[src/design/ssh_pkg.sv]
// Shared types, constants and helper functions for the stepper sweep-and-home block.
// No dependencies; every other design file refers to this package by scoped names.
package ssh_pkg;

  localparam int SWEEP_LEN_W = 16;
  localparam int CFG_DATA_W  = 16;
  localparam int CFG_INDEX_W = 1;
  localparam int PATTERN_W   = 4;
  localparam int PHASE_W     = 3;
  localparam int MODE_W      = 2;

  // Mode codes as they appear on the result channel.
  localparam logic [MODE_W-1:0] MODE_IDLE   = 2'd0;
  localparam logic [MODE_W-1:0] MODE_SWEEP  = 2'd1;
  localparam logic [MODE_W-1:0] MODE_RETURN = 2'd2;

  // Configuration register indexes.
  localparam logic [CFG_INDEX_W-1:0] CFG_SWEEP_LENGTH    = 1'd0;
  localparam logic [CFG_INDEX_W-1:0] CFG_FIRST_DIRECTION = 1'd1;

  localparam logic [SWEEP_LEN_W-1:0] SWEEP_LENGTH_RESET    = 16'd2048;
  localparam logic                   FIRST_DIRECTION_RESET = 1'b1;

  typedef struct packed {
    logic [SWEEP_LEN_W-1:0] sweep_length;
    logic                   first_direction;
  } cfg_t;

  typedef struct packed {
    logic [PATTERN_W-1:0] coil_pattern;
    logic                 coil_written;
    logic                 homed;
    logic [MODE_W-1:0]    mode_now;
  } result_t;

  // Half-step coil drive table.
  function automatic logic [PATTERN_W-1:0] coil_lookup(input logic [PHASE_W-1:0] idx);
    logic [PATTERN_W-1:0] pat;
    case (idx)
      3'd0: pat = 4'h1;
      3'd1: pat = 4'h3;
      3'd2: pat = 4'h2;
      3'd3: pat = 4'h6;
      3'd4: pat = 4'h4;
      3'd5: pat = 4'hC;
      3'd6: pat = 4'h8;
      3'd7: pat = 4'h9;
      default: pat = 4'h0;
    endcase
    return pat;
  endfunction

  // Moves the table index one place, wrapping in both directions.
  function automatic logic [PHASE_W-1:0] move_index(input logic [PHASE_W-1:0] idx,
                                                    input logic rising);
    logic [PHASE_W-1:0] res;
    if (rising) begin
      res = idx + 3'd1;
    end else begin
      res = idx - 3'd1;
    end
    return res;
  endfunction

endpackage

[src/design/ssh_cfg.sv]
// Configuration registers of the stepper sweep-and-home block.
// Depends on ssh_pkg for the register indexes, reset values and cfg_t.
module ssh_cfg (
  input  logic                             clk,
  input  logic                             rst_n,
  input  logic                             cfg_we,
  input  logic [ssh_pkg::CFG_INDEX_W-1:0]  cfg_index,
  input  logic [ssh_pkg::CFG_DATA_W-1:0]   cfg_wdata,
  output ssh_pkg::cfg_t                    cfg
);

  logic [ssh_pkg::SWEEP_LEN_W-1:0] sweep_length_r;
  logic                            first_direction_r;

  always_ff @(posedge clk) begin
    if (!rst_n) begin
      sweep_length_r    <= ssh_pkg::SWEEP_LENGTH_RESET;
      first_direction_r <= ssh_pkg::FIRST_DIRECTION_RESET;
    end else if (cfg_we) begin
      case (cfg_index)
        ssh_pkg::CFG_SWEEP_LENGTH:    sweep_length_r    <= cfg_wdata[ssh_pkg::SWEEP_LEN_W-1:0];
        ssh_pkg::CFG_FIRST_DIRECTION: first_direction_r <= cfg_wdata[0];
        default: ;
      endcase
    end
  end

  assign cfg.sweep_length    = sweep_length_r;
  assign cfg.first_direction = first_direction_r;

endmodule

[src/design/ssh_step.sv]
// Mode sequencer: holds the motor state and computes one tick's result.
// Depends on ssh_pkg for mode codes, the coil table and the cfg_t/result_t structs.
module ssh_step #(
  parameter int COUNT_WIDTH = 16
) (
  input  logic              clk,
  input  logic              rst_n,
  input  logic              advance,
  input  logic              armed,
  input  ssh_pkg::cfg_t     cfg,
  output ssh_pkg::result_t  res
);

  localparam int LW = (COUNT_WIDTH > ssh_pkg::SWEEP_LEN_W) ? COUNT_WIDTH : ssh_pkg::SWEEP_LEN_W;

  typedef enum logic [ssh_pkg::MODE_W-1:0] {
    ST_IDLE   = ssh_pkg::MODE_IDLE,
    ST_SWEEP  = ssh_pkg::MODE_SWEEP,
    ST_RETURN = ssh_pkg::MODE_RETURN
  } mode_t;

  mode_t                          mode_r, mode_nxt;
  logic [COUNT_WIDTH-1:0]         count_r, count_nxt;
  logic                           dir_r, dir_nxt;
  logic [ssh_pkg::PHASE_W-1:0]    idx_r, idx_nxt;
  logic                           done_r, done_nxt;

  logic [LW-1:0]                  len_ext;
  logic [LW-1:0]                  max_ext;
  logic [COUNT_WIDTH-1:0]         limit;
  logic                           stepped;

  // A leg longer than the counter can hold is cut to the counter's maximum.
  assign len_ext = LW'(cfg.sweep_length);
  assign max_ext = LW'({COUNT_WIDTH{1'b1}});
  assign limit   = (len_ext > max_ext) ? max_ext[COUNT_WIDTH-1:0] : len_ext[COUNT_WIDTH-1:0];

  always_comb begin
    mode_nxt  = mode_r;
    count_nxt = count_r;
    dir_nxt   = dir_r;
    idx_nxt   = idx_r;
    done_nxt  = done_r;
    stepped   = 1'b0;
    res.coil_pattern = '0;
    res.coil_written = 1'b0;
    res.homed        = 1'b0;
    case (mode_r)
      ST_SWEEP: begin
        if (count_r < limit) begin
          count_nxt        = count_r + 1'b1;
          res.coil_pattern = ssh_pkg::coil_lookup(idx_r);
          res.coil_written = 1'b1;
          idx_nxt          = ssh_pkg::move_index(idx_r, dir_r);
        end else begin
          count_nxt = '0;
          dir_nxt   = ~dir_r;
          idx_nxt   = '0;
        end
        mode_nxt = armed ? ST_SWEEP : ST_RETURN;
      end
      ST_RETURN: begin
        // Same direction as the first leg: back out; otherwise finish the leg.
        if (dir_r == cfg.first_direction) begin
          if (count_r != '0) begin
            count_nxt = count_r - 1'b1;
            stepped   = 1'b1;
          end
        end else if (count_r < limit) begin
          count_nxt = count_r + 1'b1;
          stepped   = 1'b1;
        end
        if (stepped) begin
          res.coil_pattern = ssh_pkg::coil_lookup(idx_r);
          res.coil_written = 1'b1;
          idx_nxt          = ssh_pkg::move_index(idx_r, ~cfg.first_direction);
        end else begin
          done_nxt = 1'b1;
        end
        if (done_nxt) begin
          res.homed = 1'b1;
          mode_nxt  = ST_IDLE;
        end
      end
      default: begin
        done_nxt  = 1'b0;
        idx_nxt   = '0;
        count_nxt = '0;
        dir_nxt   = cfg.first_direction;
        mode_nxt  = armed ? ST_SWEEP : ST_IDLE;
      end
    endcase
    res.mode_now = mode_nxt;
  end

  always_ff @(posedge clk) begin
    if (!rst_n) begin
      mode_r  <= ST_SWEEP;
      count_r <= '0;
      dir_r   <= ssh_pkg::FIRST_DIRECTION_RESET;
      idx_r   <= '0;
      done_r  <= 1'b0;
    end else if (advance) begin
      mode_r  <= mode_nxt;
      count_r <= count_nxt;
      dir_r   <= dir_nxt;
      idx_r   <= idx_nxt;
      done_r  <= done_nxt;
    end
  end

endmodule

[src/design/stepper_sweep_and_home.sv]
// Stepper half-step sweep sequencer with return-to-home, top level.
// An accepted item waits in the input register until the result register is free or draining.
// Throughput: one item per cycle while out_ready holds; the input and result registers
// each hold one item, and the sequencer state advances as an item moves between them.
// Reset (rst_n low, synchronous): sweep mode, count and phase zero, direction and
// configuration at their reset values, both registers empty.
module stepper_sweep_and_home #(
  parameter int COUNT_WIDTH = 16
) (
  input  logic                                 clk,
  input  logic                                 rst_n,
  input  logic                                 in_valid,
  output logic                                 in_ready,
  input  logic                                 in_armed,
  output logic                                 out_valid,
  input  logic                                 out_ready,
  output logic [ssh_pkg::PATTERN_W-1:0]        out_coil_pattern,
  output logic                                 out_coil_written,
  output logic                                 out_homed,
  output logic [ssh_pkg::MODE_W-1:0]           out_mode_now,
  input  logic                                 cfg_we,
  input  logic [ssh_pkg::CFG_INDEX_W-1:0]      cfg_index,
  input  logic [ssh_pkg::CFG_DATA_W-1:0]       cfg_wdata
);

  ssh_pkg::cfg_t    cfg;
  ssh_pkg::result_t res;
  ssh_pkg::result_t res_r;

  logic in_valid_r;
  logic armed_r;
  logic out_valid_r;
  logic advance;

  // An item moves into the result register whenever that register is free or draining.
  assign advance  = in_valid_r && (!out_valid_r || out_ready);
  assign in_ready = !in_valid_r || advance;

  ssh_cfg u_cfg (
    .clk       (clk),
    .rst_n     (rst_n),
    .cfg_we    (cfg_we),
    .cfg_index (cfg_index),
    .cfg_wdata (cfg_wdata),
    .cfg       (cfg)
  );

  ssh_step #(
    .COUNT_WIDTH (COUNT_WIDTH)
  ) u_step (
    .clk     (clk),
    .rst_n   (rst_n),
    .advance (advance),
    .armed   (armed_r),
    .cfg     (cfg),
    .res     (res)
  );

  always_ff @(posedge clk) begin
    if (!rst_n) begin
      in_valid_r  <= 1'b0;
      out_valid_r <= 1'b0;
    end else begin
      if (in_ready) begin
        in_valid_r <= in_valid;
      end
      if (advance) begin
        out_valid_r <= 1'b1;
      end else if (out_ready) begin
        out_valid_r <= 1'b0;
      end
    end
  end

  always_ff @(posedge clk) begin
    if (in_valid && in_ready) begin
      armed_r <= in_armed;
    end
    if (advance) begin
      res_r <= res;
    end
  end

  assign out_valid        = out_valid_r;
  assign out_coil_pattern = res_r.coil_pattern;
  assign out_coil_written = res_r.coil_written;
  assign out_homed        = res_r.homed;
  assign out_mode_now     = res_r.mode_now;

endmodule

[config.mk]
export PLATFORM = sky130hd
export DESIGN_NAME = stepper_sweep_and_home
export DESIGN_NICKNAME = d
export VERILOG_FILES = /design/src/design/ssh_pkg.sv /design/src/design/ssh_cfg.sv /design/src/design/ssh_step.sv /design/src/design/stepper_sweep_and_home.sv
export SDC_FILE = /design/constraint.sdc
export NUM_CORES = 1
export LEC_CHECK = 0
export ABC_AREA = 1
export BUFFER_PORTS_ARGS = -buffer_cell sky130_fd_sc_hd__buf_2
export CAP_MARGIN = 20
export CELL_PAD_IN_SITES_DETAIL_PLACEMENT = 0
export CELL_PAD_IN_SITES_GLOBAL_PLACEMENT = 1
export CORE_AREA = 2 2 92 116
export CTS_CLUSTER_SIZE = 12
export DETAILED_ROUTE_END_ITERATION = 16
export DIE_AREA = 0 0 94 118
export PLACE_DENSITY = 0.76
export SYNTH_ARGS = -nofsm -noshare
export SYNTH_HDL_FRONTEND = slang
export SYNTH_SLANG_ARGS = --single-unit
[constraint.sdc]
create_clock -name clk -period 4.2 [get_ports clk]
set_input_delay 0.21 -clock clk [delete_from_list [all_inputs] [get_ports clk]]
set_output_delay 0.21 -clock clk [all_outputs]
set_load 0.02 [all_outputs]
Word level (Yosys, flattened, before mapping)
Memories as Yosys holds them, arrays and structs flattened. A register that Yosys moved wholly into a read port is not among the register bits.
Cells that the tools add are included.
{ "word_totals": {"in_bits": 23, "output_inout_bits": 10, "word_cells": 81, "mem_count": 2, "ff_bits": 51, "romBits": 64} }
{ "mem_list": {"columns": ["name", "words", "word_bits", "rd", "rd_ports_with_merged_regs", "write_ports", "line_no", "source"], "rows": [
  ["(name not given)", 8, 4, 1, 1, 0, "ssh_pkg.sv:39", "case (idx)"],
  ["(name not given)", 8, 4, 1, 1, 0, "ssh_pkg.sv:39", null]
]} }
{ "op_classes": {"reduce_logical": 14, "muxes": 34, "bitwise": 4, "n_addsub": 4, "magnitude_cmp": 2, "eq_ne": 7} }
{ "ops": {"columns": ["operator", "count"], "rows": [
  ["$mux W16", 5],
  ["$pmux W16 S2", 1],
  ["$mux W3", 8],
  ["$add A16 B1 Y16 const B", 1],
  ["$gt A16 B16 Y1 const B", 1],
  ["$lt A16 B16 Y1", 1],
  ["$reduce_bool A16 Y1", 1],
  ["$sub A16 B1 Y16 const B", 1],
  ["$mux W1", 11],
  ["$mux W5", 2],
  ["$pmux W5 S2", 1],
  ["$reduce_and A2 Y1", 4],
  ["$pmux W3 S2", 1],
  ["$reduce_and A3 Y1", 2],
  ["$mux W2", 2],
  ["$ne A2 B2 Y1 const B", 2],
  ["$not A1 Y1", 4],
  ["$pmux W1 S2", 2],
  ["$pmux W2 S2", 1],
  ["$add A3 B1 Y3 const B", 1],
  ["$ne A3 B1 Y1 const B", 1],
  ["$ne A3 B3 Y1 const B", 1],
  ["$sub A3 B1 Y3 const B", 1],
  ["$eq A2 B1 Y1 const B", 1],
  ["6 further kinds", 9]
]} }

Depth between registers and ports, before layout
{ "logic_depth": {"ltp_word": 10, "depth_mapped": 19, "depth_no_buf": 19} }

By module
Synthesis repeated with hierarchy kept, for this count alone.
{ "hier_totals": {"cells_unflattened": 541, "hier_area_um2": 3754.9} }
{ "by_module_without_submodules": {"columns": ["mod", "area_each_um2", "n_inst", "seq_area_each_um2", "cells_each"], "rows": [
  ["ssh_step", 2621.3, 1, 540.5, 410],
  ["ssh_cfg", 768.2, 1, 340.3, 109],
  ["stepper_sweep_and_home", 365.4, 1, 310.3, 22]
]} }

Worst setup path before layout
No wires, ideal clock.
{ "synth_path": {"path_kind": "register to register", "from": "register u_step.count_r[5]", "to": "register (tool-made name)", "period_less_slack_ps": 2016, "slack_ps": 2184, "path_stages_with_launch": 16, "required_time_ps": 4142, "path_buffers": 1, "arrival_time_ps": 1958, "path_cell_list": "dfxtp_1 > ha_1 > a21oi_1 > nor2_1 > nor3_1 > nand2_1 > nand2_1 > nand2_1 > nand3_1 > nand3_4 > buf_6 > nand2_4 > nand3_4 > nor2_4 > nand2_1 > nand2_1"} }
{ "synth_rtl": {"columns": ["item", "line_no", "source"], "rows": [
  ["start: declaration", "ssh_step.sv:23", "logic [COUNT_WIDTH-1:0] count_r, count_nxt;"],
  ["start signal: assignment", "ssh_step.sv:105", "count_r <= count_nxt;"]
]} }

Worst setup path after layout
{ "layout_path": {"from": "register u_step.count_r[10]", "to": "register u_step.count_r[1]"} }
{ "layout_between": {"elab_chain_len": 3} }
{ "layout_rtl": {"columns": ["item", "line_no"], "rows": [
  ["$lt A16 B16 Y1 / $reduce_bool A16 Y1 (equally long branches)", "ssh_step.sv:50, ssh_step.sv:69, ssh_step.sv:65"],
  ["$ne A3 B1 Y1 (no line), or another cell as far along", null],
  ["$reduce_and A3 Y1 (no line) / $pmux W16 S2 (equally long branches)", null]
]} }
Several ways; a longest one is shown, not always the timed one.
A chain may end at the register's enable or synchronous reset.

==> metrics <==
outcome=finished, final reports clean; Clk pwr share=0.387; clk buf depth=2; vias per cell=4.82; Worst setup SP type=register; setup TNS=0 ns; largest net degree at the start of global routing=30; Max-cap violations=0; RSZ-0062 raised after global routing=no; Ant. Diodes=0; buffer and inverter count on the worst path=1; share of the synthesized area in the top cell type=0.269; Mapped Cells=477; post-synthesis sequential area ratio=0.348; Skew-Pair Late Insertion Delay=0.30 ns; slowest CP cell=dfxtp_1; worst IR drop on VDD=0.211 mV; hold path startpoint=in_armed; crit-path max cell delay=0.56 ns; clock sink count=55; synthesized area per cell=7.18 um^2; WL final=8210 um; Post-synth EDFFs=9; vias in the first global route=2913; Max Slew Vio Count=0; P&R area growth vs syn=12.2%; Pwr Density=339 nW/um^2; Mapped Area=3430 um^2; r2r startpoint=u_step.count_r[10]; NetSw=0.000368 W; Routed WL per cell=13.0 um; H-tree depth=2; number of setup buffers added after CTS=0; HP Class=primary input to register; top-count cell post-synth=nand2_1; Synth Flop Type=dfxtp_1; total gr overflow=0; minimum clock period=2.80 ns; Die X=94 um; Max FO, Critical Path=21; die area=about 11000 um^2; cell family with most CP delay=simple AND/OR/NAND/NOR gates; Post-DP HPWL=6210 um; Yosys top cell by area=dfxtp_1; crit path kind=register to register; Switching Share=0.282; Port Buffer Count=32; Final Hold Fails=0; endpoint class of the critical path=register; Core ar.=10000 um^2; slew margin rel.=0.543; Async SR Flop Fraction=0; initial antenna violation count=0; gr usage total=0.158; CTS root buf=clkbuf_16; Crit path required time=4.42 ns; drt first pass iters=4; # setup viols final=0; Worst Setup SP=u_step.count_r[10]; Routed Antenna Nets=0; CP arrival=3.01 ns; worst-margin pin slew=between 0.6 and 0.7 ns; max frequency=358 MHz; proportion of layout cells with a drive suffix above 1=0.118; skew final=around 0.008 ns; Post-synth top cells=nand2_1, inv_1, a21oi_1; initial DRC count=between 150 and 200; global-route wire length before repair=14000 um; yosys synthesis warning count=0; initial core utilization=0.343; drt drc=0; worst path cell trace=ha_1 -> nand2_1 -> inv_2 -> o21ai_1 -> a21oi_1 -> nor2_1 -> nand2_1 -> nand3_1 -> nand3_4 -> nor2_4 -> o211ai_1 -> a21oi_1; FF+latch count, synth=55; Inserted Clock Buffers=5; leakage power figure=1.72 nW; height of the die=118 um; Reg clk slew, reported paths=0.07 ns; post-synth cell types=36; routability cong.=0.844; post-CTS sizing=0; final core occ=0.384; Tcrit/Tclk final=0.666; Synthesized Nets=around 520; sequential power share=0.442; Logic pwr share=0.172; total number of vias=3040; Ports=33; final net count=546; Power Internal=between 0.0009 and 0.001 W; row count=41; Synth area leaders=dfxtp_1, nand2_1, ha_1; TritonCTS clock tree=done; cts-stage hold buffer count=0
cell type report:
class / count / area (um^2)
Clock inverter: 2 / 38.8
Tap cell: 129 / 161
Multi-Input combinational cell: 338 / 1900
Sequential cell: 55 / 1190
Clock buffer: 6 / 139
Fill cell: 1053 / 6160
Timing Repair Buffer: 32 / 160
Inverter: 69 / 259
cells by family (layout without fill, tap and decap cells):
| family | count (synthesis) | count (layout) | share of synthesized area |
|---|---|---|---|
| xor+xnor | 24 | 24 | 0.0635 |
| fa+ha+maj | 22 | 22 | 0.0803 |
| flops | 55 | 55 | 0.348 |
| compound gates | 103 | 103 | 0.161 |
| buf+inv | 84 | 109 | 0.0993 |
| simple gates | 189 | 189 | 0.249 |
layer usage:
metal | up-vias | GRT usage | wire length [um] | share of wire
li1 | 1608 | - | - | -
met1 | 1368 | 0.207 | 3850 | 0.47
met2 | 51 | 0.254 | 3890 | 0.47
met3 | 13 | 0.0230 | 266 | 0.032
met4 | 0 | 0.0697 | 205 | 0.025
met5 | - | 0 | 0 | 0
layout by cell type, fill, tap and decap left out, drive strengths merged:
cell type and count:
clkbuf 6, clkinv 2, nand2 110, nor2 41, nand3 21, o21ai 33, bufinv 1, xnor2 3
nor3 6, o22ai 9, edfxtp 9, o211ai 3, nand4 9, dfxtp 46, a311o 1, o2111ai 1
o31ai 1, xor2 21, inv 68, nor4 2, ha 22, a21oi 51, a31oi 4, buf 32
registers in the layout, indices dropped and copies added, names as in the netlist, named ones only:
signal                   flops
armed_r                      1
in_valid_r                   1
out_coil_pattern             4
out_coil_written             1
out_homed                    1
out_mode_now                 2
out_valid                    1
u_cfg.first_direction_r      1
u_cfg.sweep_length_r        16
u_step.count_r              16
u_step.dir_r                 1
u_step.done_r                1
u_step.idx_r                 3
u_step.mode_r                2
final timing paths:
path | end | slack [ns] | cells after the start
setup / recovery | u_step.count_r[1] | 1.40 | 12
hold / removal | armed_r | 0.09 | 1
setup reg to reg | u_step.count_r[1] | 1.40 | 12
hold reg to reg | u_cfg.sweep_length_r[13] | 0.46 | 2
through the flow:
stage	cells	hold slack [ns]	area (um^2)	setup slack, ns	power, W
2_1_floorplan	477	0.309	3430	2.18	0.000753
6_report	631	0.0900	3840	1.40	0.00130
4_1_cts	631	0.0830	3840	1.46	0.00132
5_1_grt	631	0.0778	3840	1.14	0.00137
3_5_place_dp	623	0.399	3670	1.48	0.000814
3_3_place_gp	623	0.397	3670	1.57	0.000812
power groups by stage:
stage          Clock, W  Sequential (W)  Combinational (W)
3_3_place_gp          0        0.000588           0.000223
3_5_place_dp          0        0.000589           0.000225
6_report       0.000504        0.000577           0.000224
2_1_floorplan         0        0.000593           0.000160
4_1_cts        0.000513        0.000577           0.000226
5_1_grt        0.000535        0.000580           0.000256
Note: power is estimated with default switching activity, not from simulation.
